==> config.mk <==
export PLATFORM = sky130hd
export DESIGN_NAME = url_form_decoder
export DESIGN_NICKNAME = d
export VERILOG_FILES = /design/src/ufd_pkg.sv /design/src/url_form_decoder.sv
export SDC_FILE = /design/constraint.sdc
export NUM_CORES = 1
export LEC_CHECK = 0
export ABC_CLOCK_PERIOD_IN_PS = 4400
export BUFFER_PORTS_ARGS = -buffer_cell sky130_fd_sc_hd__buf_2
export CAP_MARGIN = 20
export CORE_MARGIN = 5
export CORE_UTILIZATION = 50
export DETAILED_ROUTE_END_ITERATION = 6
export MAX_ROUTING_LAYER = met4
export PLACE_DENSITY = 0.71
export SLEW_MARGIN = 20
export SYNTH_ARGS = -nofsm -noshare
export SYNTH_HDL_FRONTEND = slang
export SYNTH_SLANG_ARGS = --single-unit
==> constraint.sdc <==
create_clock -name clk -period 4.4 [get_ports clk]
set_input_delay 0.44 -clock clk [delete_from_list [all_inputs] [get_ports clk]]
set_output_delay 0.44 -clock clk [all_outputs]
set_load 0.01 [all_outputs]
==> src/ufd_pkg.sv <==
// ----------------------------------------------------------------------------
// ufd_pkg: shared types and constants of the URL form decoder
// Character codes, result kinds, the result entry type and the hex helpers.
// ----------------------------------------------------------------------------
package ufd_pkg;

	// Body characters with a meaning of their own
	localparam logic [7:0] CH_PCT   = 8'h25;  // '%'
	localparam logic [7:0] CH_PLUS  = 8'h2B;  // '+'
	localparam logic [7:0] CH_AMP   = 8'h26;  // '&'
	localparam logic [7:0] CH_EQ    = 8'h3D;  // '='
	localparam logic [7:0] CH_SPACE = 8'h20;

	// Input action codes
	localparam logic ACT_BYTE = 1'b0;
	localparam logic ACT_END  = 1'b1;

	// Result kinds
	localparam logic [1:0] KIND_NAME  = 2'd0;
	localparam logic [1:0] KIND_VALUE = 2'd1;
	localparam logic [1:0] KIND_FEND  = 2'd2;
	localparam logic [1:0] KIND_BEND  = 2'd3;

	// Escape phases
	localparam logic [1:0] ESC_NONE  = 2'd0;
	localparam logic [1:0] ESC_PCT   = 2'd1;
	localparam logic [1:0] ESC_DIGIT = 2'd2;

	localparam int unsigned MAX_RESULTS = 4;
	localparam int unsigned CNT_W       = $clog2(MAX_RESULTS + 1);
	localparam int unsigned IDX_W       = $clog2(MAX_RESULTS);
	localparam int unsigned FIELD_W     = 6;

	typedef struct packed {
		logic [1:0]         kind;
		logic [7:0]         out_byte;
		logic [FIELD_W-1:0] field_index;
		logic               has_value;
	} result_t;

	// '+' decodes to a space, everything else passes as is
	function automatic logic [7:0] plain_char(input logic [7:0] c);
		plain_char = (c == CH_PLUS) ? CH_SPACE : c;
	endfunction

	function automatic logic is_hex(input logic [7:0] c);
		is_hex = (c >= 8'h30 && c <= 8'h39) || (c >= 8'h61 && c <= 8'h66) ||
			(c >= 8'h41 && c <= 8'h46);
	endfunction

	function automatic logic [3:0] hex_nibble(input logic [7:0] c);
		logic [7:0] v;
		v = 8'h00;
		if (c >= 8'h30 && c <= 8'h39) begin
			v = c - 8'h30;
		end else if (c >= 8'h61 && c <= 8'h66) begin
			v = c - 8'h57;
		end else if (c >= 8'h41 && c <= 8'h46) begin
			v = c - 8'h37;
		end
		hex_nibble = v[3:0];
	endfunction

	// Bad first digit gives 0; bad second digit keeps the first digit's value
	function automatic logic [7:0] hex_combine(input logic [7:0] hi, input logic [7:0] lo);
		logic [7:0] r;
		r = 8'h00;
		if (is_hex(hi)) begin
			if (is_hex(lo)) begin
				r = {hex_nibble(hi), hex_nibble(lo)};
			end else begin
				r = {4'h0, hex_nibble(hi)};
			end
		end
		hex_combine = r;
	endfunction

endpackage

==> src/url_form_decoder.sv <==
// ----------------------------------------------------------------------------
// url_form_decoder: URL-encoded form body decoder
// Splits a form body on '&', splits each pair at its first '=', decodes '+'
// and %XX escapes and emits tagged name, value, field-end and body-end items.
// ----------------------------------------------------------------------------
//
// Channel  Dir  Handshake          Payload
// s_*      in   s_tvalid/s_tready  tdata: body_byte; tuser: action
// m_*      out  m_tvalid/m_tready  tdata: out_byte, field_index, has_value;
//                                  tuser: kind; tlast: last
//
// An input item is decoded in the cycle it is accepted; its zero to four
// result items are loaded into a four-entry result register and drained one
// per cycle. A new item is taken whenever that register is empty or holds
// only its final entry which leaves in the same cycle, so a body whose items
// give at most one result each runs at one item per cycle; else a new item
// waits for the last result. arst_n clears the parse state and empties the
// result register. A stall on m_* holds the results and back-pressures s_*.
module url_form_decoder #(
	parameter int MAX_FIELDS = 32
) (
	input  logic        clk,
	input  logic        arst_n,
	input  logic        s_tvalid,
	output logic        s_tready,
	input  logic [7:0]  s_tdata,   // [7:0] body_byte
	input  logic        s_tuser,   // [0] action
	output logic        m_tvalid,
	input  logic        m_tready,
	output logic [15:0] m_tdata,   // [7:0] out_byte, [13:8] field_index,
	                               // [14] has_value, [15] zero
	output logic [1:0]  m_tuser,   // [1:0] kind
	output logic        m_tlast
);

	localparam int unsigned FW = ufd_pkg::FIELD_W;
	// fields_q is six bits wide, so the limit stops at 63
	localparam logic [FW-1:0] FIELD_LIMIT =
		(MAX_FIELDS > 63) ? FW'(63) : FW'(MAX_FIELDS);

	// Parse state
	logic [1:0]    esc_q;
	logic [7:0]    held_q;
	logic          inval_q;
	logic          open_q;
	logic [FW-1:0] fields_q;

	// Result register, entry 0 is the one on the port
	ufd_pkg::result_t res_q [ufd_pkg::MAX_RESULTS];
	logic [ufd_pkg::CNT_W-1:0] cnt_q;

	// Next state and new results
	logic [1:0]    esc_d;
	logic [7:0]    held_d;
	logic          inval_d;
	logic          open_d;
	logic [FW-1:0] fields_d;
	ufd_pkg::result_t res_d [ufd_pkg::MAX_RESULTS];
	logic [ufd_pkg::CNT_W-1:0] cnt_d;

	logic [7:0] c;
	logic       s_fire;
	logic       m_fire;

	assign c        = s_tdata;
	assign m_tvalid = (cnt_q != '0);
	assign m_fire   = m_tvalid && m_tready;
	// Take a new item once the last pending result leaves
	assign s_tready = (cnt_q == '0) ||
		((cnt_q == ufd_pkg::CNT_W'(1)) && m_tready);
	assign s_fire   = s_tvalid && s_tready;

	assign m_tdata = {1'b0, res_q[0].has_value, res_q[0].field_index, res_q[0].out_byte};
	assign m_tuser = res_q[0].kind;
	assign m_tlast = (cnt_q == ufd_pkg::CNT_W'(1));

	// Decode one item: build its results in order and the state it leaves
	always_comb begin
		logic          flush_pct;
		logic          flush_held;
		logic          main_en;
		logic [7:0]    main_byte;
		logic          fend_en;
		logic          bend_en;
		logic [1:0]    eff_esc;
		logic [7:0]    eff_held;
		logic          eff_inval;
		logic          skip;
		logic [1:0]    part_kind;
		logic [FW-1:0] bend_idx;

		flush_pct  = 1'b0;
		flush_held = 1'b0;
		main_en    = 1'b0;
		main_byte  = 8'h00;
		fend_en    = 1'b0;
		bend_en    = 1'b0;
		bend_idx   = fields_q;

		esc_d    = esc_q;
		held_d   = held_q;
		inval_d  = inval_q;
		open_d   = open_q;
		fields_d = fields_q;

		// A closed field opens with a clean escape and name part
		eff_esc   = open_q ? esc_q : ufd_pkg::ESC_NONE;
		eff_held  = open_q ? held_q : 8'h00;
		eff_inval = open_q ? inval_q : 1'b0;
		skip      = 1'b0;

		if (s_tuser == ufd_pkg::ACT_END) begin
			if (open_q) begin
				flush_pct  = (esc_q == ufd_pkg::ESC_PCT) || (esc_q == ufd_pkg::ESC_DIGIT);
				flush_held = (esc_q == ufd_pkg::ESC_DIGIT);
				fend_en    = 1'b1;
				bend_idx   = fields_q + FW'(1);
			end
			bend_en  = 1'b1;
			esc_d    = ufd_pkg::ESC_NONE;
			held_d   = 8'h00;
			inval_d  = 1'b0;
			open_d   = 1'b0;
			fields_d = '0;
		end else begin
			skip = !open_q && ((c == ufd_pkg::CH_AMP) || (fields_q >= FIELD_LIMIT));
			if (!skip) begin
				open_d  = 1'b1;
				inval_d = eff_inval;
				esc_d   = eff_esc;
				held_d  = eff_held;
				if (c == ufd_pkg::CH_AMP) begin
					flush_pct  = (eff_esc == ufd_pkg::ESC_PCT) ||
						(eff_esc == ufd_pkg::ESC_DIGIT);
					flush_held = (eff_esc == ufd_pkg::ESC_DIGIT);
					fend_en    = 1'b1;
					fields_d   = fields_q + FW'(1);
					open_d     = 1'b0;
					inval_d    = 1'b0;
					esc_d      = ufd_pkg::ESC_NONE;
					held_d     = 8'h00;
				end else if ((c == ufd_pkg::CH_EQ) && !eff_inval) begin
					flush_pct  = (eff_esc == ufd_pkg::ESC_PCT) ||
						(eff_esc == ufd_pkg::ESC_DIGIT);
					flush_held = (eff_esc == ufd_pkg::ESC_DIGIT);
					inval_d    = 1'b1;
					esc_d      = ufd_pkg::ESC_NONE;
					held_d     = 8'h00;
				end else if (eff_esc == ufd_pkg::ESC_NONE) begin
					if (c == ufd_pkg::CH_PCT) begin
						esc_d = ufd_pkg::ESC_PCT;
					end else begin
						main_en   = 1'b1;
						main_byte = ufd_pkg::plain_char(c);
					end
				end else if (eff_esc == ufd_pkg::ESC_PCT) begin
					held_d = c;
					esc_d  = ufd_pkg::ESC_DIGIT;
				end else begin
					main_en   = 1'b1;
					main_byte = ufd_pkg::hex_combine(eff_held, c);
					esc_d     = ufd_pkg::ESC_NONE;
					held_d    = 8'h00;
				end
			end
		end

		// Name or value bytes follow the part that was open before this item
		part_kind = (s_tuser == ufd_pkg::ACT_END) ?
			(inval_q ? ufd_pkg::KIND_VALUE : ufd_pkg::KIND_NAME) :
			(eff_inval ? ufd_pkg::KIND_VALUE : ufd_pkg::KIND_NAME);

		// Pack the enabled results in order
		for (int i = 0; i < ufd_pkg::MAX_RESULTS; i++) begin
			res_d[i] = '{ufd_pkg::KIND_NAME, 8'h00, '0, 1'b0};
		end
		cnt_d = '0;
		if (flush_pct) begin
			res_d[cnt_d[ufd_pkg::IDX_W-1:0]] = '{part_kind, ufd_pkg::CH_PCT, fields_q, 1'b0};
			cnt_d = cnt_d + ufd_pkg::CNT_W'(1);
		end
		if (flush_held) begin
			res_d[cnt_d[ufd_pkg::IDX_W-1:0]] =
				'{part_kind, ufd_pkg::plain_char(eff_held), fields_q, 1'b0};
			cnt_d = cnt_d + ufd_pkg::CNT_W'(1);
		end
		if (main_en) begin
			res_d[cnt_d[ufd_pkg::IDX_W-1:0]] = '{part_kind, main_byte, fields_q, 1'b0};
			cnt_d = cnt_d + ufd_pkg::CNT_W'(1);
		end
		if (fend_en) begin
			res_d[cnt_d[ufd_pkg::IDX_W-1:0]] =
				'{ufd_pkg::KIND_FEND, 8'h00, fields_q, eff_inval};
			cnt_d = cnt_d + ufd_pkg::CNT_W'(1);
		end
		if (bend_en) begin
			res_d[cnt_d[ufd_pkg::IDX_W-1:0]] = '{ufd_pkg::KIND_BEND, 8'h00, bend_idx, 1'b0};
			cnt_d = cnt_d + ufd_pkg::CNT_W'(1);
		end
	end

	// Parse state advances on every accepted item
	always_ff @(posedge clk or negedge arst_n) begin
		if (!arst_n) begin
			esc_q    <= ufd_pkg::ESC_NONE;
			held_q   <= 8'h00;
			inval_q  <= 1'b0;
			open_q   <= 1'b0;
			fields_q <= '0;
		end else if (s_fire) begin
			esc_q    <= esc_d;
			held_q   <= held_d;
			inval_q  <= inval_d;
			open_q   <= open_d;
			fields_q <= fields_d;
		end
	end

	// Result count: load on accept, count down as items leave
	always_ff @(posedge clk or negedge arst_n) begin
		if (!arst_n) begin
			cnt_q <= '0;
		end else if (s_fire) begin
			cnt_q <= cnt_d;
		end else if (m_fire) begin
			cnt_q <= cnt_q - ufd_pkg::CNT_W'(1);
		end
	end

	// Result entries: load on accept, shift toward the port as items leave
	always_ff @(posedge clk) begin
		if (s_fire) begin
			for (int i = 0; i < ufd_pkg::MAX_RESULTS; i++) begin
				res_q[i] <= res_d[i];
			end
		end else if (m_fire) begin
			for (int i = 0; i < ufd_pkg::MAX_RESULTS - 1; i++) begin
				res_q[i] <= res_q[i+1];
			end
		end
	end

endmodule
==> reports/results.ini, run 1 <==
[status]
outcome=completed

[global_route]
overflow=0
grt_max_degree=54
antenna_found_initial=0
grt_pass1_vias=4326
grt_use_total_pct=21.7
grt_pass1_wl_mm=22.2

[place]
gp_congestion=0.970
hpwl_mm=9.88
port_buffers=32

[clocking]
cts-resized-gates=0
cts_sinks=89
path_clk_slew_ns=0.06
hold_buffers=0
post_cts_buffers=0
h-tree-depth=3
numCtsBuffers=9
clk-insertion-delay-late_ns=0.35
cts_tree=built
cts_root_buf=clkbuf_16
clock_path_buffers=2

[critical_path]
r2r_start=open_q
critPathLaunchType=primary input
critPathMostFrequentCell=ha_1
critPathMaxFanout=5
worst_setup_path_end_kind=flop
r2r_slack_ns=0.38
path_cells=buf_2 -> inv_1 -> ha_1 -> and3_1 -> a31oi_1 -> nor3_1 -> a21boi_2 -> ha_1 -> xor2_1 -> ha_1 -> nand2_1 -> o21ai_2 -> inv_1 -> ha_1 -> nand2_1 -> nand2_1 -> nor2_1 -> nand3b_1 -> o2bb2a_1 -> o21ai_0
cp.required_ns=4.59
crit_family=simple AND/OR/NAND/NOR gates
r2r-end=res_q[1][10]
cp_slowest_cell=a31oi_1
cp_num_buf_inv=3
max_stage_delay_ns=0.36
worstPathArrival_ns=4.24
rr_worst_depth=18
worstSetupPathType=primary input to flop

[floorplanning]
coreArea_um2=10900
dieArea_um2=13400
io_pins=34
die_w_um=116
dieHeight_um=116
start_util_pct=51.2
fp-row-count=38

[power_and_ir_drop]
p_sw_mw=0.979
ir_worst_vdd_mv=0.317
power.density_nw_per_um2=473
leakage_nw=2.51
power.total_mw=2.95
p_seq_share_pct=44.1
pwr-share-clk_pct=25.9
p_int_mw=1.97
switching_share_pct=33.2
power_frac_comb_pct=30.0

[timing]
period_share_pct=92.0
worstMarginPinSlew_ns=0.898
rsz0062_at_grt=no
setup_viol=0
fin_worst_skew_ns=0.00550
setup-tns-final_ns=0
period_needed_ns=4.05
max_freq_mhz=247
finalMaxSlewViolations=0
hold_viol=0
relSlewSlack_pct=40.1

[synth]
synth_mux_area_share_pct=0.938
yosysUniqueCellTypes=81
yosysSeqAreaShare_pct=45.8
ys_async_sr_fraction_pct=23.6
synth_edf_count=68
synth_compound_area_share_pct=21.0
synth_top_area_cell=edfxtp_1
synth_flop_cell=edfxtp_1
synth_fa_ha_area_share_pct=6.47
avgSynthCellArea_um2=9.65
yosys.area_share.simple_pct=19.5
syn_inst=581
synth_top_family_by_area=compound AO/OA/AOI/OAI gates
ys_warn_count=0
synth_top_area_share_pct=36.4
yosys_register_bits=89
synthXorXnorAreaFrac_pct=0.938
synth_fp_nets=623
syn_area_um2=5600
netlist_top_cells_area=edfxtp_1 36%, dfrtp_1 9.4%, ha_1 6.5%

[flow_run]
drv_cap=0

[detailed_routing]
wl_mm=13.8
initialDrtViolationCount=496
drcViolationCount=0
postRouteAntennaNets=0
routed-via-count=4620
wire_per_inst_um=18.2
vias_per_cell=6.09
dr.pass1.iters=5

[finish]
layout.nets=655
antenna_cells=0
drive_above_1_share_pct=15.5
area_growth_pct=11.2

[min_path]
min_path_type=primary input to asynchronous set/reset pin

[per-stage QoR]
step	utilization [%]	cell area, um2	hold slack [ns]	setup slack (ns)	std cells
final	57.0	6230	0.0642	0.352	758
after global routing	57.0	6230	0.115	0.0299	758
after CTS	57.0	6230	0.0779	0.388	758
after detailed placement	54.3	5940	0.439	0.0573	742
after global placement	54.3	5940	0.443	0.250	742
after floorplan	-	5600	0.144	0.189	581
[routing by layer]
layer	GRT usage, %	vias to the layer above	share of wire (%)
met5	-	-	0
met4	7.66	0	1.5
met3	3.34	20	8.2
met2	31.6	196	45
met1	30.9	2193	46
li1	-	2211	-
[state kept, by name, summed over array words and instances (netlist names)]
signal / count
held_q: 8
fields_q: 6
res_q: 68
inval_q: 1
esc_q: 2
cnt_q: 3
open_q: 1
[cell families (layout without fill, tap and decap cells)]
group | Yosys count | in the layout
compound gates | 168 | 168
xor+xnor | 6 | 6
fa+ha+maj | 29 | 29
buf+inv | 66 | 103
flops | 89 | 89
mux | 5 | 5
other cells | 1 | 1
simple gates | 217 | 217
[worst max path at each step]
stage,start,to,cells after the start
final,s_tdata[1],res_q[1][10],20
after global placement,s_tdata[0],res_q[1][10],20
after CTS,s_tdata[1],res_q[1][10],20
after global routing,s_tdata[0],res_q[1][10],20
after detailed placement,s_tdata[1],res_q[1][10],20
after floorplan,open_q,res_q[0][11],20
[power groups by stage]
| stage | Clock, mW | Sequential [mW] | Combinational [mW] |
|---|---|---|---|
| 3_5_place_dp | 0 | 1.32 | 0.875 |
| 3_3_place_gp | 0 | 1.31 | 0.858 |
| 5_1_grt | 0.806 | 1.32 | 0.979 |
| 6_report | 0.762 | 1.30 | 0.884 |
| 2_1_floorplan | 0 | 1.32 | 0.576 |
| 4_1_cts | 0.766 | 1.30 | 0.883 |
[cell type report]
class | instances | area, um2
fillers | 957 | 4700
multi-input cells | 426 | 2740
flip-flops and latches | 89 | 2570
repair buffers | 56 | 340
clock buffers | 11 | 233
well taps | 140 | 175
inverters | 31 | 118
clock inverters | 5 | 56.3
[cell usage after synthesis, drive strengths merged (6+ instances only)]
cell type,n
a22o,9
buf,10
o21ai,57
a31oi,14
nand2,67
ha,29
a32o,6
edfxtp,68
a21oi,17
nor2,72
dfrtp,21
nand3,18
and3,8
nor3,11
o31ai,11
a221o,10
inv,31
clkbuf,25
[layout by cell type, fill, tap and decap left out, types with 5 or more instances in the layout]
cell type,instances
a21oi_1,17
a221o_1,8
a22o_1,9
a31oi_1,14
a32o_1,6
a32oi_1,5
and2_1,5
and3_1,8
buf_2,32
buf_4,24
clkbuf_16,9
dfrtp_1,21
edfxtp_1,68
ha_1,29
inv_1,29
nand2_1,67
nand2b_1,5
nand3_1,18
nor2_1,70
nor3_1,10
o21ai_0,55
o31ai_1,11
[worst reg2reg max path: stages (launching register included)]
cell      delay (ns)
dfrtp_1         0.39
buf_4           0.21
nand2_1         0.15
a31oi_1         0.40
nor3_1          0.12
a21boi_2        0.20
ha_1            0.33
xor2_1          0.22
ha_1            0.30
nand2_1         0.06
o21ai_2         0.12
inv_1           0.10
ha_1            0.20
nand2_1         0.08
nand2_1         0.09
nor2_1          0.33
nand3b_1        0.18
o2bb2a_1        0.32
o21ai_0         0.07
Power figures use the tool's default switching activity.
==> run 2: changes to the inputs <==
--- a/config.mk
+++ b/config.mk
@@ -12,7 +12,7 @@
 export CORE_UTILIZATION = 50
 export DETAILED_ROUTE_END_ITERATION = 6
 export MAX_ROUTING_LAYER = met4
-export PLACE_DENSITY = 0.71
+export PLACE_DENSITY = 0.81
 export SLEW_MARGIN = 20
 export SYNTH_ARGS = -nofsm -noshare
 export SYNTH_HDL_FRONTEND = slang
==> run 2 against run 1 <==
  * Critical path depth unchanged
  * Sequential power about the same
  * Die area unchanged
  * Sequential share of layout area about the same
  * Critical endpoint unchanged
==> reports/results.ini, run 2 (synthesis gave the netlist of run 1 again) <==
[status]
outcome=completed

[detailed_routing]
initialDrtViolationCount=596
dr.pass1.iters=5
routed-via-count=4696
wire_per_inst_um=18.2
postRouteAntennaNets=0
drcViolationCount=0
vias_per_cell=6.20
wl_mm=13.7

[clocking]
h-tree-depth=3
cts_tree=built
cts_root_buf=clkbuf_16
path_clk_slew_ns=0.06
clk-insertion-delay-late_ns=0.34
clock_path_buffers=2
cts_sinks=89
numCtsBuffers=9

[critical_path]
critPathMaxFanout=6
worstPathArrival_ns=4.20
crit_path_end=res_q[1][10]
worstSetupPathType=primary input to flop
r2r-end=res_q[1][10]
worst_setup_path_end_kind=flop
cp.required_ns=4.58
crit_start=s_tdata[1]
critPathLaunchType=primary input
r2r_start=open_q
rr_worst_depth=18
r2r_slack_ns=0.45

[global_route]
overflow=0
antenna_found_initial=0
grt_pass1_vias=4428
grt_max_degree=54
grt_use_total_pct=21.8
grt_pass1_wl_mm=22.4

[finish]
final_common_cell=nor2_1
largestRegisters=res_q: 68 flops, held_q: 8 flops, fields_q: 6 flops
antenna_cells=0
layout.nets=654
final_cell_mix=69 x nor2_1, 68 x edfxtp_1, 67 x nand2_1, 55 x o21ai_0, 32 x buf_2
nFillCells=952
top_register=res_q
drive_above_1_share_pct=15.6
area_growth_pct=11.1
largest_reg_flops=68

[timing]
fin_worst_skew_ns=0.00544
period_needed_ns=4.02
period_share_pct=91.3
worstMarginPinSlew_ns=0.873
finalMaxSlewViolations=0
max_freq_mhz=249
setup-tns-final_ns=0
hold_viol=0
setup_viol=0
rsz0062_at_grt=no
relSlewSlack_pct=41.8
whs_ns=0.0783

[power_and_ir_drop]
leakage_nw=2.50
ir_worst_vdd_mv=0.217
power.density_nw_per_um2=474

[floorplanning]
io_pins=34
die_w_um=116
coreArea_um2=10900
dieArea_um2=13400
dieHeight_um=116
start_util_pct=51.2
fp-row-count=38

[place]
hpwl_mm=9.86
gp_congestion=0.934
port_buffers=32

[flow_run]
drv_cap=0

[min_path]
min_path_type=primary input to asynchronous set/reset pin

## run 2: layout make-up
cell class	count	area [um2]	area share, %
multi-input combinational	426	2750	44.1
sequential	89	2570	41.2
timing repair buffer	55	333	5.34
clock buffer	11	233	3.74
tap	140	175	2.81
inverter	31	118	1.89
clock inverter	5	56.3	0.904
## run 2: repair_timing
action	CTS	global route
hold buffers	0	0
resized for setup	0	1
buffers inserted	0	0
hold endpoints to repair	0	0
setup endpoints to repair	0	6
## run 2: layer usage
metal	share of wire (%)	GRT usage, %	vias to the layer above
met5	0	-	-
met4	1.5	6.19	0
met3	9.8	3.08	19
met2	46	33.0	237
met1	43	30.7	2245
li1	-	-	2195
## run 2: through the flow
step	cell area, um2	cells	setup slack [ns]	util (%)	power, mW
after floorplan	5600	581	0.189	-	1.89
after global placement	5940	741	0.229	54.3	2.16
after detailed placement	5940	741	-0.0353	54.3	2.20
after CTS	6220	757	0.300	56.9	2.95
after global routing	6230	757	0.0277	57.0	3.11
final	6230	757	0.381	57.0	2.95
## run 2: how the worst min path moves through the flow
stage	startpoint	end	slack (ns)	cells past startpoint
2_1_floorplan	arst_n	cnt_q[0]	0.14	0
3_3_place_gp	arst_n	fields_q[4]	0.44	1
3_5_place_dp	arst_n	fields_q[2]	0.44	1
4_1_cts	arst_n	cnt_q[2]	0.08	1
5_1_grt	arst_n	fields_q[1]	0.10	1
6_report	arst_n	fields_q[2]	0.08	1
## run 2: power breakdown
group | internal [mW] | switching [mW] | leakage, nW | total (mW)
clock network | 0.440 | 0.316 | 0.141 | 0.756
logic | 0.318 | 0.576 | 1.40 | 0.894
registers | 1.21 | 0.0921 | 0.965 | 1.30
total | 1.97 | 0.985 | 2.50 | 2.95
## run 2: worst max-delay path, stage by stage
cell,delay (ns)
buf_2,0.13
inv_1,0.11
ha_1,0.25
and3_1,0.25
a31oi_1,0.35
nor3_1,0.12
a21boi_2,0.21
ha_1,0.33
xor2_1,0.22
ha_1,0.30
nand2_1,0.06
o21ai_2,0.12
inv_1,0.10
ha_1,0.20
nand2_1,0.09
nand2_1,0.12
nor2_2,0.26
nand3b_1,0.15
o2bb2a_1,0.31
o21ai_0,0.08
